[src/design/tcp_segmenter_checksum_unit_assert.svh]
// Assertion macros for the TCP segmenter checksum unit.
// Expects clk and rst_n in the scope where the macros are used.
`ifndef TCP_SEGMENTER_CHECKSUM_UNIT_ASSERT_SVH
`define TCP_SEGMENTER_CHECKSUM_UNIT_ASSERT_SVH

// Same-cycle implication.
`define TSC_ASSERT_NOW(label, ante, cons, msg) \
    label: assert property (@(posedge clk) disable iff (!rst_n) (ante) |-> (cons)) \
        else $error(msg);

// Next-cycle implication.
`define TSC_ASSERT_NEXT(label, ante, cons, msg) \
    label: assert property (@(posedge clk) disable iff (!rst_n) (ante) |=> (cons)) \
        else $error(msg);

`endif

[src/design/tsc_pkg.sv]
// Shared types, constants and checksum helpers of the TCP segmenter checksum unit.
// No dependencies.
package tsc_pkg;

    localparam int CFG_INDEX_W = 3;

    typedef enum logic [CFG_INDEX_W-1:0] {
        CFG_SRC_ADDR = 3'd0,
        CFG_DST_ADDR = 3'd1,
        CFG_SRC_PORT = 3'd2,
        CFG_DST_PORT = 3'd3,
        CFG_LINK_MTU = 3'd4
    } cfg_reg_t;

    localparam logic [15:0] IP_VER_IHL    = 16'h4500;
    localparam logic [15:0] IP_TTL_PROTO  = 16'h4006;
    localparam logic [15:0] TCP_PROTO     = 16'd6;
    localparam logic [15:0] MSS_KIND_LEN  = 16'h0204;
    localparam logic [15:0] MTU_MIN       = 16'd576;
    localparam logic [15:0] MTU_DEFAULT   = 16'd1500;
    localparam logic [15:0] IP_HDR_LEN    = 16'd20;
    localparam logic [15:0] TCP_HDR_BASE  = 16'd20;
    localparam logic [15:0] TCP_HDR_OPT   = 16'd24;
    localparam logic [15:0] HDRS_BASE     = IP_HDR_LEN + TCP_HDR_BASE;
    localparam logic [15:0] HDRS_OPT      = IP_HDR_LEN + TCP_HDR_OPT;
    localparam logic [2:0]  DOFF_BASE     = 3'd5;
    localparam logic [2:0]  DOFF_OPT      = 3'd6;

    typedef struct packed {
        logic [7:0]  data_byte;
        logic        byte_present;
        logic        last_byte;
        logic [31:0] start_sequence;
        logic [31:0] ack_number;
        logic [7:0]  tcp_flag_bits;
        logic [15:0] window_size;
        logic        add_mss_option;
    } item_t;

    typedef struct packed {
        logic [7:0]  out_byte;
        logic        out_byte_present;
        logic        segment_end;
        logic        message_end;
        logic [15:0] ip_total_length;
        logic [15:0] ip_header_checksum;
        logic [15:0] tcp_checksum;
        logic [31:0] segment_sequence;
        logic [2:0]  data_offset_words;
        logic [15:0] mss_value;
    } result_t;

    // Item plus the raw sum of its per-message header words (ack, window, flags).
    typedef struct packed {
        item_t       item;
        logic [17:0] word_sum;
    } stage_t;

    // Values derived from the configuration registers.
    typedef struct packed {
        logic [15:0] addr_sum;
        logic [15:0] port_sum;
        logic [15:0] mp_base;
        logic [15:0] mp_opt;
    } cfg_view_t;

    // Fold a raw sum of 16-bit words into a 16-bit ones'-complement sum.
    function automatic logic [15:0] fold20(input logic [19:0] s);
        logic [16:0] t;
        logic [16:0] u;
        t = {1'b0, s[15:0]} + {13'h0, s[19:16]};
        u = {1'b0, t[15:0]} + {16'h0, t[16]};
        return u[15:0];
    endfunction

    // Ones'-complement add with end-around carry.
    function automatic logic [15:0] oc_add16(input logic [15:0] a, input logic [15:0] b);
        logic [16:0] t;
        t = {1'b0, a} + {1'b0, b};
        return t[15:0] + {15'h0, t[16]};
    endfunction

    function automatic logic [15:0] mtu_eff(input logic [15:0] mtu);
        return (mtu >= MTU_MIN) ? mtu : MTU_DEFAULT;
    endfunction

endpackage

[src/design/tcp_segmenter_checksum_unit.sv]
// Top level of the TCP segmenter checksum unit: input register, segment core, config.
// Depends on tsc_pkg, tsc_in_reg, tsc_seg_core, tsc_cfg_regs and the assertion header.
//
//   channel   handshake                 payload
//   item      item_valid / item_stall   item (tsc_pkg::item_t)
//   result    result_valid / result_stall  result (tsc_pkg::result_t)
//   cfg       cfg_valid / cfg_ready     cfg_index, cfg_data
//
// One item per clock while result_stall is low; an item passes the input register,
// then the result register. The rate is set by the segment state update in the core.
// Reset clears control state (first_reg comes up set); link MTU comes up as 1500.
// A stalled result holds the core and, once the input register is full, the input.
// Config writes are always accepted; cfg_ready is tied high.
`include "tcp_segmenter_checksum_unit_assert.svh"

module tcp_segmenter_checksum_unit (
    input  logic                              clk,
    input  logic                              rst_n,
    input  logic                              item_valid,
    output logic                              item_stall,
    input  tsc_pkg::item_t                    item,
    output logic                              result_valid,
    input  logic                              result_stall,
    output tsc_pkg::result_t                  result,
    input  logic                              cfg_valid,
    output logic                              cfg_ready,
    input  logic [tsc_pkg::CFG_INDEX_W-1:0]   cfg_index,
    input  logic [31:0]                       cfg_data
);

    logic               stage_valid;
    tsc_pkg::stage_t    stage;
    tsc_pkg::cfg_view_t cfg_view;
    logic               out_free;
    logic               core_fire;
    logic               result_valid_reg, result_valid_next;

    assign cfg_ready = 1'b1;
    assign out_free  = !result_valid_reg || !result_stall;
    assign core_fire = stage_valid && out_free;

    tsc_cfg_regs u_cfg (
        .clk   (clk),
        .rst_n (rst_n),
        .write (cfg_valid && cfg_ready),
        .index (cfg_index),
        .data  (cfg_data),
        .view  (cfg_view)
    );

    tsc_in_reg u_in (
        .clk         (clk),
        .rst_n       (rst_n),
        .item_valid  (item_valid),
        .item_stall  (item_stall),
        .item        (item),
        .out_free    (out_free),
        .stage_valid (stage_valid),
        .stage       (stage)
    );

    tsc_seg_core u_core (
        .clk    (clk),
        .rst_n  (rst_n),
        .fire   (core_fire),
        .stage  (stage),
        .cfg    (cfg_view),
        .result (result)
    );

    always_comb
    begin
        result_valid_next = result_valid_reg;
        if (core_fire)
        begin
            result_valid_next = 1'b1;
        end
        else if (!result_stall)
        begin
            result_valid_next = 1'b0;
        end
    end

    always_ff @(posedge clk or negedge rst_n)
    begin
        if (!rst_n)
        begin
            result_valid_reg <= 1'b0;
        end
        else
        begin
            result_valid_reg <= result_valid_next;
        end
    end

    assign result_valid = result_valid_reg;

    `TSC_ASSERT_NOW(a_open_segment_quiet, result_valid && !result.segment_end,
        result.message_end == 1'b0 && result.ip_total_length == 16'h0
            && result.tcp_checksum == 16'h0,
        "summary fields set on a transaction that does not close a segment")
    `TSC_ASSERT_NOW(a_stall_only_when_full, item_stall,
        stage_valid && result_valid && result_stall,
        "input stalled while the pipeline has room")
    `TSC_ASSERT_NEXT(a_fire_shows_result, core_fire, result_valid,
        "processed item did not reach the result register")

endmodule

[src/design/tsc_cfg_regs.sv]
// Configuration registers of the TCP segmenter checksum unit and their derived sums.
// Depends on tsc_pkg.
module tsc_cfg_regs (
    input  logic                               clk,
    input  logic                               rst_n,
    input  logic                               write,
    input  logic [tsc_pkg::CFG_INDEX_W-1:0]    index,
    input  logic [31:0]                        data,
    output tsc_pkg::cfg_view_t                 view
);

    logic [31:0] src_addr_reg, src_addr_next;
    logic [31:0] dst_addr_reg, dst_addr_next;
    logic [15:0] src_port_reg, src_port_next;
    logic [15:0] dst_port_reg, dst_port_next;
    tsc_pkg::cfg_view_t view_reg, view_next;

    // Derived sums are built from the written value so they are ready next cycle.
    always_comb
    begin
        src_addr_next = src_addr_reg;
        dst_addr_next = dst_addr_reg;
        src_port_next = src_port_reg;
        dst_port_next = dst_port_reg;
        view_next     = view_reg;
        if (write)
        begin
            unique case (tsc_pkg::cfg_reg_t'(index))
                tsc_pkg::CFG_SRC_ADDR:
                begin
                    src_addr_next = data;
                    view_next.addr_sum = tsc_pkg::fold20(20'(data[31:16]) + 20'(data[15:0])
                        + 20'(dst_addr_reg[31:16]) + 20'(dst_addr_reg[15:0]));
                end
                tsc_pkg::CFG_DST_ADDR:
                begin
                    dst_addr_next = data;
                    view_next.addr_sum = tsc_pkg::fold20(20'(data[31:16]) + 20'(data[15:0])
                        + 20'(src_addr_reg[31:16]) + 20'(src_addr_reg[15:0]));
                end
                tsc_pkg::CFG_SRC_PORT:
                begin
                    src_port_next = data[15:0];
                    view_next.port_sum = tsc_pkg::fold20(20'(data[15:0]) + 20'(dst_port_reg));
                end
                tsc_pkg::CFG_DST_PORT:
                begin
                    dst_port_next = data[15:0];
                    view_next.port_sum = tsc_pkg::fold20(20'(data[15:0]) + 20'(src_port_reg));
                end
                tsc_pkg::CFG_LINK_MTU:
                begin
                    view_next.mp_base = tsc_pkg::mtu_eff(data[15:0]) - tsc_pkg::HDRS_BASE;
                    view_next.mp_opt  = tsc_pkg::mtu_eff(data[15:0]) - tsc_pkg::HDRS_OPT;
                end
                default:
                begin
                    view_next = view_reg;
                end
            endcase
        end
    end

    always_ff @(posedge clk or negedge rst_n)
    begin
        if (!rst_n)
        begin
            src_addr_reg      <= '0;
            dst_addr_reg      <= '0;
            src_port_reg      <= '0;
            dst_port_reg      <= '0;
            view_reg.addr_sum <= '0;
            view_reg.port_sum <= '0;
            view_reg.mp_base  <= tsc_pkg::MTU_DEFAULT - tsc_pkg::HDRS_BASE;
            view_reg.mp_opt   <= tsc_pkg::MTU_DEFAULT - tsc_pkg::HDRS_OPT;
        end
        else
        begin
            src_addr_reg <= src_addr_next;
            dst_addr_reg <= dst_addr_next;
            src_port_reg <= src_port_next;
            dst_port_reg <= dst_port_next;
            view_reg     <= view_next;
        end
    end

    assign view = view_reg;

endmodule

[src/design/tsc_in_reg.sv]
// Input register of the TCP segmenter checksum unit; presums the per-message header words.
// Depends on tsc_pkg.
module tsc_in_reg (
    input  logic               clk,
    input  logic               rst_n,
    input  logic               item_valid,
    output logic               item_stall,
    input  tsc_pkg::item_t     item,
    input  logic               out_free,
    output logic               stage_valid,
    output tsc_pkg::stage_t    stage
);

    logic            valid_reg, valid_next;
    tsc_pkg::stage_t stage_reg, stage_next;
    logic            take;

    assign item_stall = valid_reg && !out_free;
    assign take       = item_valid && !item_stall;

    always_comb
    begin
        stage_next = stage_reg;
        valid_next = valid_reg;
        if (take)
        begin
            stage_next.item     = item;
            stage_next.word_sum = 18'(item.ack_number[31:16]) + 18'(item.ack_number[15:0])
                + 18'(item.window_size) + 18'(item.tcp_flag_bits);
            valid_next = 1'b1;
        end
        else if (out_free)
        begin
            valid_next = 1'b0;
        end
    end

    always_ff @(posedge clk or negedge rst_n)
    begin
        if (!rst_n)
        begin
            valid_reg <= 1'b0;
        end
        else
        begin
            valid_reg <= valid_next;
        end
    end

    always_ff @(posedge clk)
    begin
        stage_reg <= stage_next;
    end

    assign stage_valid = valid_reg;
    assign stage       = stage_reg;

endmodule

[src/design/tsc_seg_core.sv]
// Segment state, length and checksum logic, and result register of the segmenter.
// Depends on tsc_pkg.
module tsc_seg_core (
    input  logic                clk,
    input  logic                rst_n,
    input  logic                fire,
    input  tsc_pkg::stage_t     stage,
    input  tsc_pkg::cfg_view_t  cfg,
    output tsc_pkg::result_t    result
);

    logic        in_msg_reg, in_msg_next;
    logic        first_reg, first_next;
    logic        mss_req_reg, mss_req_next;
    logic [15:0] count_reg, count_next;
    logic [15:0] psum_reg, psum_next;
    logic [31:0] seq_reg, seq_next;
    logic [17:0] words_reg, words_next;
    tsc_pkg::result_t result_reg, result_next;

    logic        starting;
    logic        present;
    logic        last;
    logic        idle_item;
    logic        mss_req;
    logic        first;
    logic        opt;
    logic        close;
    logic [15:0] count_base;
    logic [15:0] count_after;
    logic [15:0] psum_base;
    logic [15:0] psum_new;
    logic [15:0] byte_word;
    logic [31:0] seq_eff;
    logic [17:0] words_eff;
    logic [15:0] mp;
    logic [16:0] tcp_len;
    logic [15:0] total;
    logic [2:0]  doff;
    logic [16:0] opt_word;
    logic [19:0] ip_raw;
    logic [19:0] tcp_raw;

    always_comb
    begin
        starting  = !in_msg_reg;
        present   = stage.item.byte_present;
        last      = stage.item.last_byte;
        idle_item = starting && !present && !last;

        mss_req    = starting ? stage.item.add_mss_option : mss_req_reg;
        first      = starting || first_reg;
        count_base = starting ? 16'h0 : count_reg;
        psum_base  = starting ? 16'h0 : psum_reg;
        seq_eff    = starting ? stage.item.start_sequence : seq_reg;
        words_eff  = starting ? stage.word_sum : words_reg;
        mp         = mss_req ? cfg.mp_opt : cfg.mp_base;

        // Even byte offsets land in the high half of a checksum word.
        byte_word   = count_base[0] ? {8'h00, stage.item.data_byte}
                                    : {stage.item.data_byte, 8'h00};
        count_after = present ? count_base + 16'd1 : count_base;
        psum_new    = present ? tsc_pkg::oc_add16(psum_base, byte_word) : psum_base;
        close       = last || (present && (count_after >= mp));

        opt      = first && mss_req;
        tcp_len  = {1'b0, count_after}
                 + {1'b0, (opt ? tsc_pkg::TCP_HDR_OPT : tsc_pkg::TCP_HDR_BASE)};
        total    = tcp_len[15:0] + tsc_pkg::IP_HDR_LEN;
        doff     = opt ? tsc_pkg::DOFF_OPT : tsc_pkg::DOFF_BASE;
        opt_word = opt ? ({1'b0, tsc_pkg::MSS_KIND_LEN} + {1'b0, mp}) : 17'h0;

        ip_raw  = 20'(tsc_pkg::IP_VER_IHL) + 20'(tsc_pkg::IP_TTL_PROTO)
                + 20'(total) + 20'(cfg.addr_sum);
        tcp_raw = 20'(cfg.addr_sum) + 20'(tsc_pkg::TCP_PROTO) + 20'(tcp_len)
                + 20'(cfg.port_sum) + 20'(seq_eff[31:16]) + 20'(seq_eff[15:0])
                + 20'(words_eff) + 20'({doff, 12'h000}) + 20'(opt_word) + 20'(psum_new);

        result_next                  = '0;
        result_next.out_byte         = present ? stage.item.data_byte : 8'h00;
        result_next.out_byte_present = present;
        if (close)
        begin
            result_next.segment_end        = 1'b1;
            result_next.message_end        = last;
            result_next.ip_total_length    = total;
            result_next.ip_header_checksum = ~tsc_pkg::fold20(ip_raw);
            result_next.tcp_checksum       = ~tsc_pkg::fold20(tcp_raw);
            result_next.segment_sequence   = seq_eff;
            result_next.data_offset_words  = doff;
            result_next.mss_value          = mp;
        end
    end

    // Segment state; an idle item outside a message leaves it untouched.
    always_comb
    begin
        in_msg_next  = in_msg_reg;
        first_next   = first_reg;
        mss_req_next = mss_req_reg;
        count_next   = count_reg;
        psum_next    = psum_reg;
        seq_next     = seq_reg;
        words_next   = words_reg;
        if (fire && !idle_item)
        begin
            mss_req_next = mss_req;
            words_next   = words_eff;
            if (close)
            begin
                in_msg_next = !last;
                first_next  = 1'b0;
                count_next  = 16'h0;
                psum_next   = 16'h0;
                seq_next    = seq_eff + 32'(count_after);
            end
            else
            begin
                in_msg_next = 1'b1;
                first_next  = first;
                count_next  = count_after;
                psum_next   = psum_new;
                seq_next    = seq_eff;
            end
        end
    end

    always_ff @(posedge clk or negedge rst_n)
    begin
        if (!rst_n)
        begin
            in_msg_reg  <= 1'b0;
            first_reg   <= 1'b1;
            mss_req_reg <= 1'b0;
            count_reg   <= '0;
            psum_reg    <= '0;
            seq_reg     <= '0;
            words_reg   <= '0;
        end
        else
        begin
            in_msg_reg  <= in_msg_next;
            first_reg   <= first_next;
            mss_req_reg <= mss_req_next;
            count_reg   <= count_next;
            psum_reg    <= psum_next;
            seq_reg     <= seq_next;
            words_reg   <= words_next;
        end
    end

    always_ff @(posedge clk)
    begin
        if (fire)
        begin
            result_reg <= result_next;
        end
    end

    assign result = result_reg;

endmodule
[config.mk]
export PLATFORM = sky130hd
export DESIGN_NAME = tcp_segmenter_checksum_unit
export DESIGN_NICKNAME = d
export VERILOG_FILES = /design/src/design/tsc_pkg.sv /design/src/design/tcp_segmenter_checksum_unit.sv /design/src/design/tsc_cfg_regs.sv /design/src/design/tsc_in_reg.sv /design/src/design/tsc_seg_core.sv
export VERILOG_INCLUDE_DIRS = /design/src /design/src/design
export SDC_FILE = /design/constraint.sdc
export NUM_CORES = 1
export LEC_CHECK = 0
export ABC_AREA = 1
export BUFFER_PORTS_ARGS = -buffer_cell sky130_fd_sc_hd__buf_2
export CORE_UTILIZATION = 43
export DETAILED_ROUTE_END_ITERATION = 10
export GPL_TIMING_DRIVEN = 1
export SYNTH_ARGS = -nofsm -noshare
export SYNTH_HDL_FRONTEND = slang
export SYNTH_SLANG_ARGS = --single-unit
[constraint.sdc]
create_clock -name clk -period 13.9 [get_ports clk]
set_clock_uncertainty 0.1 [all_clocks]
set_input_delay 3.475 -clock clk [delete_from_list [all_inputs] [get_ports clk]]
set_output_delay 3.475 -clock clk [all_outputs]
set_load 0.05 [all_outputs]
==> impl_metrics.ini <==
[yosys]
synth_top_area_cell = dfrtp_1
syn-num-nets = 5783
syn_area_mm2 = 0.0376
yosys.area_share.adder_pct = 16.7
synth-main-ff-cell = dfrtp_1
netlist_instances = 5225
yosysSeqAreaShare_pct = 30.0
synth-xor-area-share_pct = 4.44
synth_top_area_share_pct = 15.5
synth-simple-area-share_pct = 26.6
synth.distinct_cells = 63
ys_seq_elements = 416
async_flop_share_pct = 58.9
synth_edf_count = 171
netlist_top_cells_area = dfrtp_1, edfxtp_1, nand2_1
synthMuxAreaShare_pct = 0.373
synth-compound-area-share_pct = 11.2
yosysWarnings = 0
synth_top_family_by_area = simple AND/OR/NAND/NOR gates
avgSynthCellArea_um2 = 7.20

[sta]
fin_ws_ns = 2.06
setup_violations = 0
worstMarginPinSlew_ns = 1.19
period_needed_ns = 11.84
finalHoldViolCount = 0
maxSlewViolCount = 0
max_slew_margin_pct = 20.1
max_freq_ghz = 0.0844
rsz0062_at_grt = no
period_share_pct = 85.2
fin_tns_setup_ns = 0

[setup_path]
cpPeakStageDelay_ns = 0.61
slowest_stage = dfrtp_2
r2r_end = u_core.result[65]$_SDFFCE_PN0P_
ff2ff_path_depth = 64
cp_max_fo = 13
cp.required_ns = 14.21
r2r-start = u_core.in_msg_reg$_DFFE_PN0P_
cp-end-kind = flip-flop
critPathKind = flip-flop to flip-flop
crit_top_cell = nor2_1
start_kind = flip-flop
r2r_setup_slack_ns = 2.06
critical_path_arrival_ns = 12.15

[detailed_routing]
num_vias = 34300
wl_met2_um = 53700
drt-initial-drc-count = 2387
routed_wl_um = 118000
vias_per_cell = 5.15
drc = 0
wire_per_inst_um = 17.7
m1WireLength_um = 54700
drtAntennaViolNets = 0
wl_met3_um = 5480
dr.pass1.iters = 6
routed.top_layer = met5

[clock_network]
clockBufferDepth = 3
numCtsBuffers = 50
cts.clk_slew.worst_paths_ns = 0.07
numClockSinks = 416
cts_tree = done
clock_latency_ns = 0.66
cts_repair_resize_count = 0
post_cts_buffers = 0
htree_num_levels = 2
postCtsHoldBufs = 0
clk_root_buffer_cell = clkbuf_16

[worst_hold_path]
min_to = u_cfg.view[20]$_DFFE_PN1P_
holdCritStartpoint = u_cfg.view[20]$_DFFE_PN1P_
hold_depth = 2
hold_path.class = flip-flop to flip-flop

[grt]
grt_antenna_before_repair = 1
grt_pass1_wl_um = 183000
grt_pass1_vias = 32400
track_usage_pct = 26.4
grt_overflow = 0
grt_max_degree = 165

[place]
gp_congestion = 0.992
port-buffer-count = 250
place_ws_ns = 2.06
placed_cells = 6566
dp_hpwl_um = 95200

[finish]
final_nets = 6021
syn2layout_area_growth_pct = 11.3
largest_reg_flops = 110
drive_gt1_share_pct = 8.94
final_common_cell = nand2_1
fin_cells = 6659
n_antenna_cell = 0
mostFrequentLayoutCells = nand2_1, inv_1, nor2_1, o21ai_0, nand3_1

[floorplanning]
coreArea_mm2 = 0.0868
fp.dieArea_mm2 = 0.0887
num_rows = 108
die_w_um = 298
fp.dieH_um = 298
initial_core_util_pct = 43.4
io_pins = 252

[status]
outcome = finished clean

[run]
cap_viol_max_count = 0
cell families (layout without fill, tap and decap cells):
kind of cell             Yosys count  in the layout
AO/OA/AOI/OAI                    766            766
XOR/XNOR                         189            189
adder cells (fa/ha/maj)          419            419
buffers and inverters           1061           1340
flip-flops                       416            416
multiplexers                      14             14
other                              1              1
AND/OR/NAND/NOR                 2359           2359
cells in the mapped netlist, types with 23 or more instances:
cell / instances
or2_2: 48
nor2_1: 471
a31oi_1: 38
o21bai_1: 25
clkbuf_1: 77
o21ai_0: 359
inv_1: 941
nand2_1: 1294
nor3_1: 54
xnor2_1: 49
nand4_1: 119
o21ai_1: 23
fa_1: 140
a21oi_1: 220
ha_1: 279
xor2_1: 138
edfxtp_1: 171
nand3_1: 303
dfrtp_1: 233
final cells by class:
type	instances	area, µm²
fill	8910	44900
inverter	967	3630
multi-input combinational	3748	22400
clock buffer	56	1280
sequential	416	11300
clock inverter	37	387
tap	1155	1450
timing repair buffer	280	1500
worst max-delay path, delay by kind of cell, from the launching register on:
kind / cells / cell delay [ns]
flops: 1 / 0.61
xor+xnor: 1 / 0.14
compound gates: 13 / 2.04
simple gates: 32 / 4.54
fa+ha+maj: 12 / 3.79
buf+inv: 6 / 0.35
how the worst max path moves through the flow:
stage	cells after the start	start	slack, ns	to
after floorplan	72	u_core.in_msg_reg$_DFFE_PN0P_	2.76	u_core.result[66]$_SDFFCE_PN0P_
after global placement	67	u_core.in_msg_reg$_DFFE_PN0P_	2.32	u_core.result[66]$_SDFFCE_PN0P_
after detailed placement	67	u_core.in_msg_reg$_DFFE_PN0P_	2.06	u_core.result[66]$_SDFFCE_PN0P_
after CTS	64	u_core.in_msg_reg$_DFFE_PN0P_	1.97	u_core.result[65]$_SDFFCE_PN0P_
after global routing	63	u_core.in_msg_reg$_DFFE_PN0P_	0.78	u_core.result[63]$_SDFFCE_PN0P_
final	64	u_core.in_msg_reg$_DFFE_PN0P_	2.06	u_core.result[65]$_SDFFCE_PN0P_
per-stage QoR:
step	util, %	area (µm²)	hold WS, ns
after floorplan	-	37600	0.333
after CTS	48.3	41900	0.366
after global routing	48.3	41900	0.397
after detailed placement	46.4	40200	0.356
final	48.3	41900	0.365
after global placement	46.4	40200	0.359
per-layer routing:
metal	global-route usage, %	up-vias
li1	-	17300
met2	42.9	860
met5	0	-
met4	9.47	2
met3	2.47	167
met1	36.7	16000
Power is not shown: default switching activity piles up to over one toggle a cycle in this logic, so the estimate is an artifact.
